## config.mk

```make
export PLATFORM = sky130hd
export DESIGN_NAME = dlpe_queue
export DESIGN_NICKNAME = d
export VERILOG_FILES = /design/src/rtl/core/dlpe_pkg.sv /design/src/rtl/core/dlpe_queue.sv
export SDC_FILE = /design/constraint.sdc
export NUM_CORES = 1
export LEC_CHECK = 0
export BUFFER_PORTS_ARGS = -buffer_cell sky130_fd_sc_hd__buf_2
export CORE_ASPECT_RATIO = 1.4
export CORE_MARGIN = 8
export CORE_UTILIZATION = 45
export CTS_CLUSTER_DIAMETER = 40
export DETAILED_ROUTE_END_ITERATION = 10
export HOLD_SLACK_MARGIN = 0.08
export PLACE_DENSITY = 0.68
export SETUP_SLACK_MARGIN = 0.05
export SYNTH_ARGS = -nofsm -noshare
export SYNTH_HDL_FRONTEND = slang
export SYNTH_SLANG_ARGS = --single-unit
```

## constraint.sdc

```tcl
create_clock -name clock -period 2.4 [get_ports clock]
set_input_delay 0.24 -clock clock [delete_from_list [all_inputs] [get_ports clock]]
set_output_delay 0.24 -clock clock [all_outputs]
set_load 0.005 [all_outputs]
```

## src/rtl/core/dlpe_pkg.sv

```systemverilog
package dlpe_pkg;

   // default width of the pulse duration fields
   localparam int DLPE_DURATION_BITS = 15;

   // configuration port
   localparam int CSR_INDEX_BITS = 3;
   localparam logic [CSR_INDEX_BITS-1:0] CSR_BRIGHTNESS    = 3'd0;
   localparam logic [CSR_INDEX_BITS-1:0] CSR_ZERO_HIGH     = 3'd1;
   localparam logic [CSR_INDEX_BITS-1:0] CSR_ZERO_LOW      = 3'd2;
   localparam logic [CSR_INDEX_BITS-1:0] CSR_ONE_HIGH      = 3'd3;
   localparam logic [CSR_INDEX_BITS-1:0] CSR_ONE_LOW       = 3'd4;

   // brightness register
   localparam int PERCENT_BITS = 7;
   localparam logic [PERCENT_BITS-1:0] PERCENT_FULL = 7'd100;

   // timing register reset values
   localparam int ZERO_HIGH_RESET = 14;
   localparam int ZERO_LOW_RESET  = 32;
   localparam int ONE_HIGH_RESET  = 28;
   localparam int ONE_LOW_RESET   = 24;

   // colour byte and pulse count
   localparam int BYTE_BITS  = 8;
   localparam int COUNT_BITS = 3;
   localparam logic [COUNT_BITS-1:0] LAST_PULSE = 3'd7;

   // divide by 100 as multiply by 5243 and shift by 19, exact for products up to 25500
   localparam int PRODUCT_BITS = BYTE_BITS + PERCENT_BITS;
   localparam int RECIP_BITS   = 13;
   localparam logic [RECIP_BITS-1:0] RECIP_100 = 13'd5243;
   localparam int RECIP_SHIFT  = 19;
   localparam int QUOT_BITS    = PRODUCT_BITS + RECIP_BITS;

   // queue between front and back
   localparam int QUEUE_DEPTH = 2;
   localparam int QUEUE_PTR_BITS = $clog2(QUEUE_DEPTH);
   localparam int QUEUE_CNT_BITS = $clog2(QUEUE_DEPTH + 1);

   typedef struct packed {
      logic [BYTE_BITS-1:0] scaled_byte;
      logic                 frame_end;
   } queue_entry_type;

endpackage

```

## src/rtl/core/dlpe_queue.sv

```systemverilog
module dlpe_queue
   import dlpe_pkg::*;
(
   input  logic            clock,
   input  logic            reset,
   input  logic            push,
   input  queue_entry_type push_entry,
   input  logic            pop,
   output logic            full,
   output logic            empty,
   output queue_entry_type head
);

   queue_entry_type           entries_ff [QUEUE_DEPTH];
   logic [QUEUE_PTR_BITS-1:0] wr_ptr_ff, rd_ptr_ff;
   logic [QUEUE_CNT_BITS-1:0] count_ff, count_in;

   assign full  = (count_ff == QUEUE_CNT_BITS'(QUEUE_DEPTH));
   assign empty = (count_ff == '0);
   assign head  = entries_ff[rd_ptr_ff];

   always_comb begin
      unique case ({push, pop})
         2'b10:   count_in = count_ff + 1'b1;
         2'b01:   count_in = count_ff - 1'b1;
         default: count_in = count_ff;
      endcase
   end

   // pointers and fill count
   always_ff @(posedge clock) begin
      if (reset) begin
         wr_ptr_ff <= '0;
         rd_ptr_ff <= '0;
         count_ff  <= '0;
      end else begin
         if (push) begin
            wr_ptr_ff <= (wr_ptr_ff == QUEUE_PTR_BITS'(QUEUE_DEPTH - 1)) ? '0
                         : wr_ptr_ff + 1'b1;
         end
         if (pop) begin
            rd_ptr_ff <= (rd_ptr_ff == QUEUE_PTR_BITS'(QUEUE_DEPTH - 1)) ? '0
                         : rd_ptr_ff + 1'b1;
         end
         count_ff <= count_in;
      end
   end

   // entry storage
   always_ff @(posedge clock) begin
      if (push) begin
         entries_ff[wr_ptr_ff] <= push_entry;
      end
   end

   a_no_overflow : assert property (@(posedge clock) disable iff (reset)
      full |-> !push)
      else $error("push into a full queue");

   a_no_underflow : assert property (@(posedge clock) disable iff (reset)
      empty |-> !pop)
      else $error("pop from an empty queue");

endmodule

```

==> results.cfg <==
[sta]
fin_skew_ns = 0.01070
drv_slew = 0
timing.fmax_mhz = 617.0
hold_viol_final = 0
setup_viol = 0
finalSetupTns_ns = 0
rsz0062_at_grt = false
relSlewSlack_pct = 49.75
max_slew.worst_pin.slew_ns = 0.7510
fin_crit_sh_pct = 67.54
finalCriticalPeriod_ns = 1.621
fin_ws_ns = 0.7791

[detailed_routing]
routed_wl_mm = 1.352
vias = 466
drt_iter0_markers = 1
vias_per_cell = 4.854
wl_per_cell_um = 14.08
ant_nets = 0
drc = 0
dr.pass1.iters = 4

[synth]
ys_warn_count = 0
synth_seq_cells = 23
synthCells = 50
syn_nets = 64
ys_types = 14
synth_fa_ha_area_share_pct = 1.468
synth-xor-area-share_pct = 4.112
synth_compound_area_share_pct = 1.175
synth-simple-area-share_pct = 5.140
avgSynthCellArea_um2 = 17.04
ys_seq_area_share_pct = 75.18
synth_top_family_by_area = multiplexers
synthMuxAreaShare_pct = 11.89
synth_area_um2 = 852.1

[place]
place_ws_ns = 1.012
dpl_cell_area_um2 = 987.2
port_buffers = 23
gp_congestion = 0.6211
dpl.hpwl_mm = 1.035

[worst_hold_path]
hp-class = primary input to register

[run_status]
outcome = finished clean

[floorplanning]
die_w_um = 52.78
die_area_um2 = 3562
start_util_pct = 47.89
io_pins = 24
die_h_um = 67.49
core_area_um2 = 1779
fp-row-count = 18

[global_routing]
antenna_found_initial = 0
grt_overflow = 0
grt_pass1_vias = 517
grt_start_max_net_pins = 14
grt.total_usage_pct = 8.352
grt_pass1_wl_mm = 2.297

[clock_tree]
cts_tree = done
clk_pin_slew_ns = 0.13
clkLatencyLatePin_ns = 0.30
clock_path_buffers = 2
cts_max_level = 1
clock_sinks = 23
numCtsBuffers = 3
cts_resized = 0
cts_setup_buffers = 0
root_buffer = clkbuf_4
holdBufCountCts = 0

[finish]
nets = 91
final_util_pct = 57.03
mostFrequentLayoutCells = 23 x buf_2, 18 x edfxtp_1, 9 x mux2_2
areaGrowthSynthToFinish_pct = 19.09
final_area_um2 = 1015
final_common_cell = buf_2
drive_above_1_share_pct = 48.68
antenna_cells = 0

[setup_path]
worst_ep_arrival_time_ns = 1.38
crit_type = register to primary output
critPathMaxFanout = 9
cp-start-kind = register
end_kind = primary output
cp_data_required_time_ns = 2.16

[power]
max-vdd-ir-drop_mv = 0.4254
switching_share_pct = 22.44
pwr-share-seq_pct = 64.3
p_int_mw = 0.5748
p_leak_nw = 0.3998
pwr-share-clk_pct = 23.2
power_frac_comb_pct = 12.4
switchingPower_mw = 0.1663
p_per_area_nw_per_um2 = 730.3
power.total_mw = 0.7410

[run]
cap_violations = 0
[cells by family (layout without fill, tap and decap cells)]
| kind of cell | Yosys count | after routing |
|---|---|---|
| compound gates | 2 | 2 |
| xor+xnor | 4 | 4 |
| fa+ha+maj | 1 | 1 |
| buf+inv | 2 | 28 |
| flops | 23 | 23 |
| mux | 9 | 9 |
| simple gates | 9 | 9 |
[power by group through the flow]
| stage | logic, mW | registers [mW] | clock network [mW] |
|---|---|---|---|
| global placement | 0.0920 | 0.485 | 0 |
| floorplan | 0.0588 | 0.477 | 0 |
| finish | 0.0921 | 0.477 | 0.172 |
| detailed placement | 0.0943 | 0.486 | 0 |
| CTS | 0.0950 | 0.477 | 0.177 |
| global route | 0.105 | 0.481 | 0.190 |
[layer usage]
layer  track usage, %  share of wire (%)  vias to the layer above
met2            13.82                 47                       17
met5                0                  0                        -
met3            3.516                 10                        2
li1                 -                  -                      232
met4            3.896               0.59                        0
met1            8.886                 42                      215
[state kept, by name, indices dropped and copies added (netlist names), named ones only]
register	count
wr_ptr_ff	1
rd_ptr_ff	1
count_ff	2
entries_ff	18
[metrics by stage]
| step | hold WS, ns | std cells |
|---|---|---|
| after floorplan | 0.3091 | 50 |
| after global placement | 0.4346 | 92 |
| after detailed placement | 0.4333 | 92 |
| after CTS | 0.1099 | 96 |
| after global routing | 0.1012 | 96 |
| final | 0.1119 | 96 |
[cells in the mapped netlist (all sizes together)]
cell,number,area share (%)
edfxtp,18,63
a21oi,1,0.59
and2,1,0.73
inv,1,0.44
o21ai,1,0.59
nor2,6,2.6
and2b,1,1.0
mux2,9,12
xor2,1,1.0
or3,1,0.73
ha,1,1.5
buf,1,0.59
dfxtp,5,12
xnor2,3,3.1
[final timing paths]
check	start	to	slack [ns]	depth (start not counted)
worst min-delay path	push_entry[3]	entries_ff[1][3]$_DFFE_PP_	0.11	1
worst min register to register	count_ff[1]$_SDFFE_PP0P_	count_ff[1]$_SDFFE_PP0P_	0.52	2
worst max register to register	wr_ptr_ff$_SDFFE_PP0P_	entries_ff[0][1]$_DFFE_PP_	1.10	1
worst max-delay path	register	head[5]	0.78	2
[area by class of cell]
cell class	count	area (um^2)
Inverter	1	3.754
Multi-Input combinational cell	25	202.7
Fill cell	157	764.5
Sequential cell	23	640.6
Clock buffer	3	22.52
Tap cell	20	25.02
Timing Repair Buffer	23	115.1
Clock inverter	1	5.005
[critical path, cell delays in order (launching register included)]
cell	delay [ns]
dfxtp_1	0.57
mux2_2	0.39
buf_2	0.13
Note: power is estimated with default switching activity, not from simulation.
