==> src/rtl/core/dlpe_pkg.sv <==
package dlpe_pkg;

   // default width of the pulse duration fields
   localparam int DLPE_DURATION_BITS = 15;

   // configuration port
   localparam int CSR_INDEX_BITS = 3;
   localparam logic [CSR_INDEX_BITS-1:0] CSR_BRIGHTNESS    = 3'd0;
   localparam logic [CSR_INDEX_BITS-1:0] CSR_ZERO_HIGH     = 3'd1;
   localparam logic [CSR_INDEX_BITS-1:0] CSR_ZERO_LOW      = 3'd2;
   localparam logic [CSR_INDEX_BITS-1:0] CSR_ONE_HIGH      = 3'd3;
   localparam logic [CSR_INDEX_BITS-1:0] CSR_ONE_LOW       = 3'd4;

   // brightness register
   localparam int PERCENT_BITS = 7;
   localparam logic [PERCENT_BITS-1:0] PERCENT_FULL = 7'd100;

   // timing register reset values
   localparam int ZERO_HIGH_RESET = 14;
   localparam int ZERO_LOW_RESET  = 32;
   localparam int ONE_HIGH_RESET  = 28;
   localparam int ONE_LOW_RESET   = 24;

   // colour byte and pulse count
   localparam int BYTE_BITS  = 8;
   localparam int COUNT_BITS = 3;
   localparam logic [COUNT_BITS-1:0] LAST_PULSE = 3'd7;

   // divide by 100 as multiply by 5243 and shift by 19, exact for products up to 25500
   localparam int PRODUCT_BITS = BYTE_BITS + PERCENT_BITS;
   localparam int RECIP_BITS   = 13;
   localparam logic [RECIP_BITS-1:0] RECIP_100 = 13'd5243;
   localparam int RECIP_SHIFT  = 19;
   localparam int QUOT_BITS    = PRODUCT_BITS + RECIP_BITS;

   // queue between front and back
   localparam int QUEUE_DEPTH = 2;
   localparam int QUEUE_PTR_BITS = $clog2(QUEUE_DEPTH);
   localparam int QUEUE_CNT_BITS = $clog2(QUEUE_DEPTH + 1);

   typedef struct packed {
      logic [BYTE_BITS-1:0] scaled_byte;
      logic                 frame_end;
   } queue_entry_type;

endpackage

==> src/rtl/core/dlpe_front.sv <==
module dlpe_front
   import dlpe_pkg::*;
(
   input  logic                    clock,
   input  logic                    reset,
   input  logic                    in_valid,
   output logic                    in_ready,
   input  logic [BYTE_BITS-1:0]    color_byte,
   input  logic                    frame_end,
   input  logic [PERCENT_BITS-1:0] brightness,
   input  logic                    queue_full,
   output logic                    push,
   output queue_entry_type         push_entry
);

   logic                    s1_valid_ff, s1_valid_in;
   logic [PRODUCT_BITS-1:0] s1_prod_ff;
   logic                    s1_flag_ff;
   logic                    accept;
   logic [QUOT_BITS-1:0]    quot_full;

   // stage one holds the product until the queue has room
   assign in_ready = !s1_valid_ff || !queue_full;
   assign accept   = in_valid && in_ready;
   assign push     = s1_valid_ff && !queue_full;

   always_comb begin
      priority if (accept) begin
         s1_valid_in = 1'b1;
      end else if (push) begin
         s1_valid_in = 1'b0;
      end else begin
         s1_valid_in = s1_valid_ff;
      end
   end

   always_ff @(posedge clock) begin
      if (reset) begin
         s1_valid_ff <= 1'b0;
      end else begin
         s1_valid_ff <= s1_valid_in;
      end
   end

   // byte times percent
   always_ff @(posedge clock) begin
      if (accept) begin
         s1_prod_ff <= PRODUCT_BITS'(color_byte) * PRODUCT_BITS'(brightness);
         s1_flag_ff <= frame_end;
      end
   end

   // divide by one hundred through the reciprocal
   assign quot_full = QUOT_BITS'(s1_prod_ff) * QUOT_BITS'(RECIP_100);
   assign push_entry.scaled_byte = quot_full[RECIP_SHIFT +: BYTE_BITS];
   assign push_entry.frame_end   = s1_flag_ff;

   a_push_needs_stage : assert property (@(posedge clock) disable iff (reset)
      push |-> s1_valid_ff)
      else $error("push without a held product");

endmodule

==> config.mk <==
export PLATFORM = sky130hd
export DESIGN_NAME = dlpe_front
export DESIGN_NICKNAME = d
export VERILOG_FILES = /design/src/rtl/core/dlpe_pkg.sv /design/src/rtl/core/dlpe_front.sv
export SDC_FILE = /design/constraint.sdc
export NUM_CORES = 1
export LEC_CHECK = 0
export ABC_AREA = 1
export BUFFER_PORTS_ARGS = -buffer_cell sky130_fd_sc_hd__buf_2
export CAP_MARGIN = 20
export CORE_ASPECT_RATIO = 0.5
export CORE_MARGIN = 2
export CORE_UTILIZATION = 48
export CTS_CLUSTER_DIAMETER = 60
export DETAILED_ROUTE_END_ITERATION = 10
export PLACE_DENSITY_LB_ADDON = 0.1
export RECOVER_POWER = 25
export SETUP_SLACK_MARGIN = 0.3
export SLEW_MARGIN = 10
export SYNTH_ARGS = -nofsm -noshare
export SYNTH_HDL_FRONTEND = slang
export SYNTH_SLANG_ARGS = --single-unit
==> constraint.sdc <==
create_clock -name clock -period 6.6 [get_ports clock]
set_input_delay 1.32 -clock clock [delete_from_list [all_inputs] [get_ports clock]]
set_output_delay 1.32 -clock clock [all_outputs]
set_load 0.01 [all_outputs]
==> metrics.txt <==
status=complete, but fails checks; violated checks=design-rule violations; clock buffer depth=2; R2R depth=2; largest area contributor in the synthesized netlist=fa_1; Setup Total Neg Slack=0 ps; Clock Sinks=17; synthesized instance count=783; vias per inst=between 4 and 5; clock slew at the register clock pins of the worst setup and hold paths=around 50 ps; Layout area overhead=6.20%; Die Area=between 10,000 and 15,000 um^2; count of input and output buffers=30; post-synthesis cell type count=32; Data arrival, critical path=between 4000 and 5000 ps; core box area=about 13,000 um^2; io pins=31; most frequent cell after synthesis=inv_1; Worst R2R Setup Slack=just over 5000 ps; Clk Tree Root Cell=clkbuf_16; CTS tree=yes; EDFF count, synth=16; worst path required time=5280 ps; post-route ant nets=0; Min-Delay Path Class=flip-flop to flip-flop; via count=4,661; worst hold start=s1_valid_ff$_SDFFE_PP0P_; Yosys warnings=0; All-Layer GR Usage=19.7%; maxcap violations=0; ranking of synthesized cells by area=fa_1 30%, ha_1 26%, inv_1 13%; routability cong.=~0.87; n_diodes=0; final net count=1,057; GRT overflow=0; proportion of layout cells with a drive suffix above 1=6.93%; global-route wire length before repair=~23 mm; CP max FO=7; DRT iter0 DRCs=203; Num CTS Buffers=3; top cells by instance count after synthesis=227 x inv_1, 154 x nand2_1, 131 x ha_1, 97 x fa_1, 31 x a21oi_1; Clock Skews=0.810 ps; largest family of logic cells by synthesized area=adder cells; syn_area_per_cell=around 8 um^2; antenna violations before repair=0; die height=between 80 and 90 um; Initial Util=around 50%; sequential area share after synthesis=7.80%; RSZ-0062 raised after global routing=no; worst skew pair latency=between 200 and 300 ps; Worst setup EP type=primary output; asr flop ratio synth=0%; vias in the first global route=between 4,000 and 5,000; CP startpoint kind=flip-flop; Post-Synth XOR/XNOR Area=under 10%; Main synth FF type=edfxtp_1; WL/cell=between 10 and 15 um; Synth Register Bits=17; PostCTS Resize Cnt=0; Hold EP=s1_valid_ff$_SDFFE_PP0P_; Post-Synth Adder-Cell Area=55.8%; worst r2r src=s1_valid_ff$_SDFFE_PP0P_; Post-Synth Simple-Gate Area=between 10% and 20%; count of final setup violators=0; crit path kind=flip-flop to primary output; fin util=between 50% and 60%; Final Hold Vio Count=0; complex-gate fraction of the synthesized area=under 10%; fillers=about 1,300; die width=167 um; total wire length=approximately 13 mm; mux share of post-synthesis cell area=0%; footprint of the multi-input gates=between 4000 and 5000 um^2; DPL Wire Length=~12 mm; Worst Hold Depth=2; reg2reg end=s1_prod_ff[10]$_DFFE_PP_; CTS H-tree lvls=1; synthesized cell area=6410 um^2; Tmin final=about 6000 ps; Syn Nets=just over 1,000; top-area cell type share of the netlist area=30.3%; residual DRC count=2; drt first pass iters=7; register area=500 um^2; period utilization=roughly 90%; FP Rows=29; Final Max Tran Viols=0; Worst Tran Pin Value=just over 800 ps; Slew headroom=roughly 45%; pin count of the biggest net entering global routing=17; post-cts hold buffer count=0; Fmax=167 MHz
metrics by stage:
stage	setup slack (ps)	cells	hold WS, ps	cell area [um^2]
CTS	573	972	490	6770
global placement	919	968	473	6690
floorplan	1130	783	528	6410
global route	306	978	543	6810
detailed placement	863	968	483	6690
finish	619	978	487	6810
placed cells by master (no fill, tap or decap), types with 5 or more instances in the layout:
master	netlist	routed
buf_2	0	28
nor2_2	6	6
nor2_1	25	25
inv_1	227	227
ha_1	131	131
nand2_1	154	154
nand3_1	20	20
xnor2_1	5	5
o21ai_1	6	6
fa_1	97	97
buf_4	9	6
xor2_1	9	9
a21oi_1	31	31
a21o_1	5	5
edfxtp_1	16	16
nand4_1	9	9
routing by layer:
layer	share of wire [%]	up-vias	wire length [um]	track usage (%)
met3	2.5	4	325	0.415
met4	0.63	0	81	3.16
met2	44	68	5640	34.3
met1	53	2179	6840	28.5
met5	0	-	0	0
li1	-	2410	-	-
cells by family (layout without fill, tap and decap cells):
group	Yosys count	after routing
simple gates	224	224
fa+ha+maj	228	228
xor+xnor	14	14
compound gates	54	54
buf+inv	246	271
flops	17	17
state kept, by name (all words and copies together), names as in the netlist:
register and flops:
s1_valid_ff 1, s1_flag_ff 1, s1_prod_ff 15
cell type report:
class,count,share of cell area (%)
clock buffer,3,1.10
sequential,17,7.35
timing repair buffer,37,2.88
inverter,230,12.7
tap,170,3.12
clock inverter,1,0.110
multi-input combinational,520,72.7
how the worst max path moves through the flow:
| stage | startpoint | end | depth (start not counted) |
|---|---|---|---|
| 3_5_place_dp | s1_prod_ff[12]$_DFFE_PP_ | push_entry[7] | 19 |
| 2_1_floorplan | s1_prod_ff[10]$_DFFE_PP_ | push_entry[5] | 21 |
| 4_1_cts | s1_prod_ff[12]$_DFFE_PP_ | push_entry[7] | 19 |
| 5_1_grt | s1_prod_ff[10]$_DFFE_PP_ | push_entry[7] | 19 |
| 3_3_place_gp | s1_prod_ff[12]$_DFFE_PP_ | push_entry[4] | 19 |
| 6_report | s1_prod_ff[12]$_DFFE_PP_ | push_entry[5] | 16 |
timing repair:
item	CTS	global route
endpoints found under the hold margin	0	0
setup buffers	0	6
endpoints found under the setup margin	0	6
worst max-delay path, stage by stage (launching register included):
cell	delay, ps
edfxtp_1	510
buf_4	200
fa_1	470
ha_1	280
inv_1	50
fa_1	560
fa_1	450
fa_1	500
inv_1	40
ha_1	330
a21oi_1	260
o21ai_0	180
a21oi_1	250
nand3_2	90
nand2_1	60
nand2_1	40
buf_2	130
Power is not shown: default switching activity piles up to over one toggle a cycle in this logic, so the estimate is an artifact.
