## src/rtl/core/dlpe_pkg.sv

```systemverilog
package dlpe_pkg;

   // default width of the pulse duration fields
   localparam int DLPE_DURATION_BITS = 15;

   // configuration port
   localparam int CSR_INDEX_BITS = 3;
   localparam logic [CSR_INDEX_BITS-1:0] CSR_BRIGHTNESS    = 3'd0;
   localparam logic [CSR_INDEX_BITS-1:0] CSR_ZERO_HIGH     = 3'd1;
   localparam logic [CSR_INDEX_BITS-1:0] CSR_ZERO_LOW      = 3'd2;
   localparam logic [CSR_INDEX_BITS-1:0] CSR_ONE_HIGH      = 3'd3;
   localparam logic [CSR_INDEX_BITS-1:0] CSR_ONE_LOW       = 3'd4;

   // brightness register
   localparam int PERCENT_BITS = 7;
   localparam logic [PERCENT_BITS-1:0] PERCENT_FULL = 7'd100;

   // timing register reset values
   localparam int ZERO_HIGH_RESET = 14;
   localparam int ZERO_LOW_RESET  = 32;
   localparam int ONE_HIGH_RESET  = 28;
   localparam int ONE_LOW_RESET   = 24;

   // colour byte and pulse count
   localparam int BYTE_BITS  = 8;
   localparam int COUNT_BITS = 3;
   localparam logic [COUNT_BITS-1:0] LAST_PULSE = 3'd7;

   // divide by 100 as multiply by 5243 and shift by 19, exact for products up to 25500
   localparam int PRODUCT_BITS = BYTE_BITS + PERCENT_BITS;
   localparam int RECIP_BITS   = 13;
   localparam logic [RECIP_BITS-1:0] RECIP_100 = 13'd5243;
   localparam int RECIP_SHIFT  = 19;
   localparam int QUOT_BITS    = PRODUCT_BITS + RECIP_BITS;

   // queue between front and back
   localparam int QUEUE_DEPTH = 2;
   localparam int QUEUE_PTR_BITS = $clog2(QUEUE_DEPTH);
   localparam int QUEUE_CNT_BITS = $clog2(QUEUE_DEPTH + 1);

   typedef struct packed {
      logic [BYTE_BITS-1:0] scaled_byte;
      logic                 frame_end;
   } queue_entry_type;

endpackage

```

## src/rtl/core/dlpe_back.sv

```systemverilog
module dlpe_back
   import dlpe_pkg::*;
#(
   parameter int DURATION_BITS = DLPE_DURATION_BITS
) (
   input  logic                     clock,
   input  logic                     reset,
   input  logic                     queue_empty,
   input  queue_entry_type          head,
   output logic                     pop,
   input  logic [DURATION_BITS-1:0] zero_high,
   input  logic [DURATION_BITS-1:0] zero_low,
   input  logic [DURATION_BITS-1:0] one_high,
   input  logic [DURATION_BITS-1:0] one_low,
   output logic                     out_valid,
   input  logic                     out_ready,
   output logic [DURATION_BITS-1:0] high_ticks,
   output logic [DURATION_BITS-1:0] low_ticks,
   output logic                     byte_last,
   output logic                     frame_last
);

   logic                     active_ff;
   logic [BYTE_BITS-1:0]     shift_ff;
   logic [COUNT_BITS-1:0]    count_ff;
   logic                     flag_ff;
   logic                     out_valid_ff, out_valid_in;
   logic [DURATION_BITS-1:0] high_ff, low_ff;
   logic                     byte_last_ff, frame_last_ff;

   logic [BYTE_BITS-1:0]     cur_byte;
   logic [COUNT_BITS-1:0]    cur_count;
   logic                     cur_flag;
   logic                     have_bit;
   logic                     emit;
   logic                     cur_last;

   // current bit comes from the held byte or straight from the queue head
   assign cur_byte  = active_ff ? shift_ff : head.scaled_byte;
   assign cur_count = active_ff ? count_ff : '0;
   assign cur_flag  = active_ff ? flag_ff : head.frame_end;
   assign have_bit  = active_ff || !queue_empty;
   assign emit      = have_bit && (!out_valid_ff || out_ready);
   assign pop       = emit && !active_ff;
   assign cur_last  = (cur_count == LAST_PULSE);

   // serialiser state
   always_ff @(posedge clock) begin
      if (reset) begin
         active_ff <= 1'b0;
         count_ff  <= '0;
      end else if (emit) begin
         active_ff <= !cur_last;
         count_ff  <= cur_count + 1'b1;
      end
   end

   always_ff @(posedge clock) begin
      if (emit) begin
         shift_ff <= {cur_byte[BYTE_BITS-2:0], 1'b0};
         flag_ff  <= cur_flag;
      end
   end

   // output register
   assign out_valid_in = emit || (out_valid_ff && !out_ready);

   always_ff @(posedge clock) begin
      if (reset) begin
         out_valid_ff <= 1'b0;
      end else begin
         out_valid_ff <= out_valid_in;
      end
   end

   always_ff @(posedge clock) begin
      if (emit) begin
         high_ff       <= cur_byte[BYTE_BITS-1] ? one_high : zero_high;
         low_ff        <= cur_byte[BYTE_BITS-1] ? one_low : zero_low;
         byte_last_ff  <= cur_last;
         frame_last_ff <= cur_last && cur_flag;
      end
   end

   assign out_valid  = out_valid_ff;
   assign high_ticks = high_ff;
   assign low_ticks  = low_ff;
   assign byte_last  = byte_last_ff;
   assign frame_last = frame_last_ff;

   a_frame_mark_on_byte_end : assert property (@(posedge clock) disable iff (reset)
      (out_valid_ff && frame_last_ff) |-> byte_last_ff)
      else $error("frame mark without byte mark");

   a_active_count : assert property (@(posedge clock) disable iff (reset)
      active_ff |-> (count_ff != '0))
      else $error("active with pulse count at zero");

   a_byte_done : assert property (@(posedge clock) disable iff (reset)
      (emit && active_ff && count_ff == LAST_PULSE) |=> !active_ff)
      else $error("serialiser still active after eighth pulse");

endmodule

```

## config.mk

```make
export PLATFORM = sky130hd
export DESIGN_NAME = dlpe_back
export DESIGN_NICKNAME = d
export VERILOG_FILES = /design/src/rtl/core/dlpe_pkg.sv /design/src/rtl/core/dlpe_back.sv
export SDC_FILE = /design/constraint.sdc
export NUM_CORES = 1
export LEC_CHECK = 0
export ABC_AREA = 1
export BUFFER_PORTS_ARGS = -buffer_cell sky130_fd_sc_hd__buf_2
export CAP_MARGIN = 15
export CORE_MARGIN = 2
export CORE_UTILIZATION = 48
export DETAILED_ROUTE_END_ITERATION = 8
export GPL_ROUTABILITY_DRIVEN = 0
export PLACE_DENSITY = 0.85
export SLEW_MARGIN = 10
export SYNTH_ARGS = -nofsm -noshare
export SYNTH_HDL_FRONTEND = slang
export SYNTH_SLANG_ARGS = --single-unit
```

## constraint.sdc

```tcl
create_clock -name clock -period 4.9 [get_ports clock]
set_clock_uncertainty 0.15 [all_clocks]
set_input_delay 0.245 -clock clock [delete_from_list [all_inputs] [get_ports clock]]
set_output_delay 0.245 -clock clock [all_outputs]
set_load 0.005 [all_outputs]
```

==> key figures <==
Outcome
  – Status: finished, final reports clean

Floorplanning
  – Die width: 68.84 µm
  – Io pins: 107
  – Starting Density: around 50%
  – Die Ht: slightly below 70 µm
  – Cell Rows: 23
  – Die Footprint: 4739 µm²
  – Core area: ~4000 µm²

Timing
  – Fin Hold WS: about 63 ps
  – Setup TNS Final: 0 ps
  – Final worst slack: 1730 ps
  – Max-slew headroom at the worst pin: 33.48%
  – Hold Fails Final Rpt: 0
  – Fin. max-slew vios: 0
  – Setup violators final: 0
  – RSZ-0062 raised after global routing: no
  – Final Cycle Share: 64.69%
  – F_max: 315.5 MHz
  – Worst-Margin Slew: 995.5 ps
  – Minimum clock period: 3170 ps

Worst setup path
  – CP delay by family, top: simple AND/OR/NAND/NOR gates
  – Slowest-stage cell, CP: nand2_1
  – Worst Path Required: 4800 ps
  – Crit Path Class: reg2reg
  – Cell mode on critical path: nand2_1
  – Setup crit end kind: register
  – CP peak stage delay: 850 ps
  – CP bufs+invs: 1
  – Worst Path Arrival: just over 3000 ps
  – Worst R2R Start: active_ff
  – Worst setup SP type: register
  – CP Cell Sequence: inv_2 -> nand2_1 -> nand2_1 -> nand2_1 -> nand2_1
  – CP startpoint: active_ff
  – CP max FO: 31

Run
  – Max_cap viols: 0

Pwr
  – Combinational Power Share: 16.5%
  – Leakage: between 1 and 1.5 nW
  – Maximum vdd ir drop: 0.1896 mV
  – Share of power burned in registers: 52.7%
  – Switching Share: between 20% and 30%
  – Clock power frac: between 30% and 40%
  – Net switching power: 0.0002211 W
  – Pwr Density: 346.4 nW/µm²
  – Internal cell power: 0.0007072 W

Final layout
  – Area delta synth->final: 32.80%
  – Net count reported at finish: 387
  – Multi-input logic area: 621.8 µm²
  – Design area: ~2700 µm²
  – Fill cell count: 349
  – Core Util, Final: roughly 67%
  – Antenna cell count: 0
  – Share of cells above drive strength 1: 37.18%
  – Reg area: 1301 µm²

Clock tree
  – CTS resizes: 0
  – TritonCTS clock tree: built
  – Worst-Skew Late Latency: 290 ps
  – Clock Sinks: 45
  – Post-CTS setup buffers: 0
  – Cts bufs inserted: 5
  – Root buf cell: clkbuf_8
  – CTS clk-pin slew, worst paths: 80 ps
  – H-tree Lvls: 2
  – Hold_buf cts: 1
  – Clock Path Buffers: 2

Worst hold path
  – Worst hold path startpoint: one_low[1]
  – HP Class: in2reg

Routing
  – Antenna Violating Nets Remaining: 0
  – Via count: 1756
  – Vias/cell: just under 5
  – DRC errors left: 0
  – DRT Pass-1 Iters: 4
  – Average routed wire per standard cell: 12.44 µm
  – Routed WL: 4504 µm
  – Drt initial violations: approximately 130

Logic synthesis
  – Synth warnings: 0
  – Sequential area share after synthesis: 64.48%
  – FF+latch count, synth: between 40 and 50
  – Syn_area_per_cell: 9.703 µm²
  – Syn nets: 284
  – Unique cell type count in the Yosys netlist: 15
  – Cell Area, Synth: 2018 µm²
  – Cell count after synthesis: ~210

GRT
  – Pin count of the biggest net entering global routing: between 40 and 50
  – Initial antenna violation count: 0
  – Vias in the first global route: 1501
  – Overall Global Routing Usage: around 18%
  – First-pass GRT wire length: 6341 µm
  – Grt ovf: 0

Placement
  – Post-placement setup slack: 1710 ps
  – Post-DP HPWL: 3180 µm
  – Placement Cell Area: 2554 µm²
  – Number of I/O port buffers: 106
==> sequential cells by signal (all words and copies together), names as in the netlist <==
signal	count
active_ff	1
byte_last	1
count_ff	3
flag_ff	1
frame_last	1
high_ticks	15
low_ticks	15
out_valid	1
shift_ff	7
==> metal layers <==
layer	up-vias	part of all wire [%]	track usage, %
li1	894	-	-
met1	779	41	21.99
met2	81	49	31.97
met3	2	9.1	5.682
met4	0	0.53	5.882
met5	-	0	0
==> worst paths after layout <==
kind / end / slack [ps] / depth (start not counted)
max: high_ticks[10] / 1730 / 5
min: low_ticks[1] / 60 / 3
max reg2reg: high_ticks[10] / 1730 / 5
min reg2reg: active_ff / 340 / 2
==> power by group through the flow <==
stage	registers [W]	logic, W	clock network [W]
floorplan	0.000499	0.0000767	0
global placement	0.000496	0.000149	0
detailed placement	0.000497	0.000155	0
CTS	0.000489	0.000156	0.000293
global route	0.000493	0.000175	0.000308
finish	0.000489	0.000153	0.000286
==> kinds of logic after synthesis <==
family          Yosys count  synth area share, %
flops                    45                64.48
fa+ha+maj                 3                1.860
compound gates            5                1.302
simple gates            134                27.65
buf+inv                  21                4.712
==> cell usage after synthesis <==
library cell	n	area share, %
nand3_1	32	7.9
nand2_1	94	17
a31oi_1	1	0.31
ha_1	3	1.9
inv_2	2	0.37
edfxtp_1	40	60
nand3b_1	2	0.74
nor2_1	5	0.93
buf_2	7	1.7
inv_1	8	1.5
dfxtp_1	5	5.0
a21oi_1	4	0.99
clkbuf_1	3	0.56
buf_6	1	0.56
nand2_4	1	0.56
==> placed cells by master, fill, tap and decap left out, drive strengths merged, types with 2 or more instances in the layout <==
cell    count
a21oi       4
buf       106
clkbuf      7
dfxtp       5
edfxtp     40
ha          3
inv        10
nand2      95
nand3      32
nand3b      2
nor2        5
==> worst register-to-register path, stage by stage (launching register included) <==
cell,delay [ps]
dfxtp_1,620
inv_2,210
nand2_1,760
nand2_1,860
nand2_1,260
nand2_1,70
==> layout make-up <==
| cell class | count | share of cell area [%] |
|---|---|---|
| clock inverters | 1 | 1.120 |
| multi-input cells | 142 | 23.20 |
| well taps | 50 | 2.334 |
| inverters | 10 | 1.401 |
| repair buffers | 107 | 20.17 |
| clock buffers | 7 | 3.221 |
| flip-flops and latches | 45 | 48.55 |
==> per-stage QoR <==
step | total power, W | std cells
after floorplan | 0.0005760 | 208
after global placement | 0.0006441 | 353
after detailed placement | 0.0006521 | 353
after CTS | 0.0009378 | 362
after global routing | 0.0009766 | 362
final | 0.0009283 | 362
No activity file was read; power rests on OpenSTA's default activity.
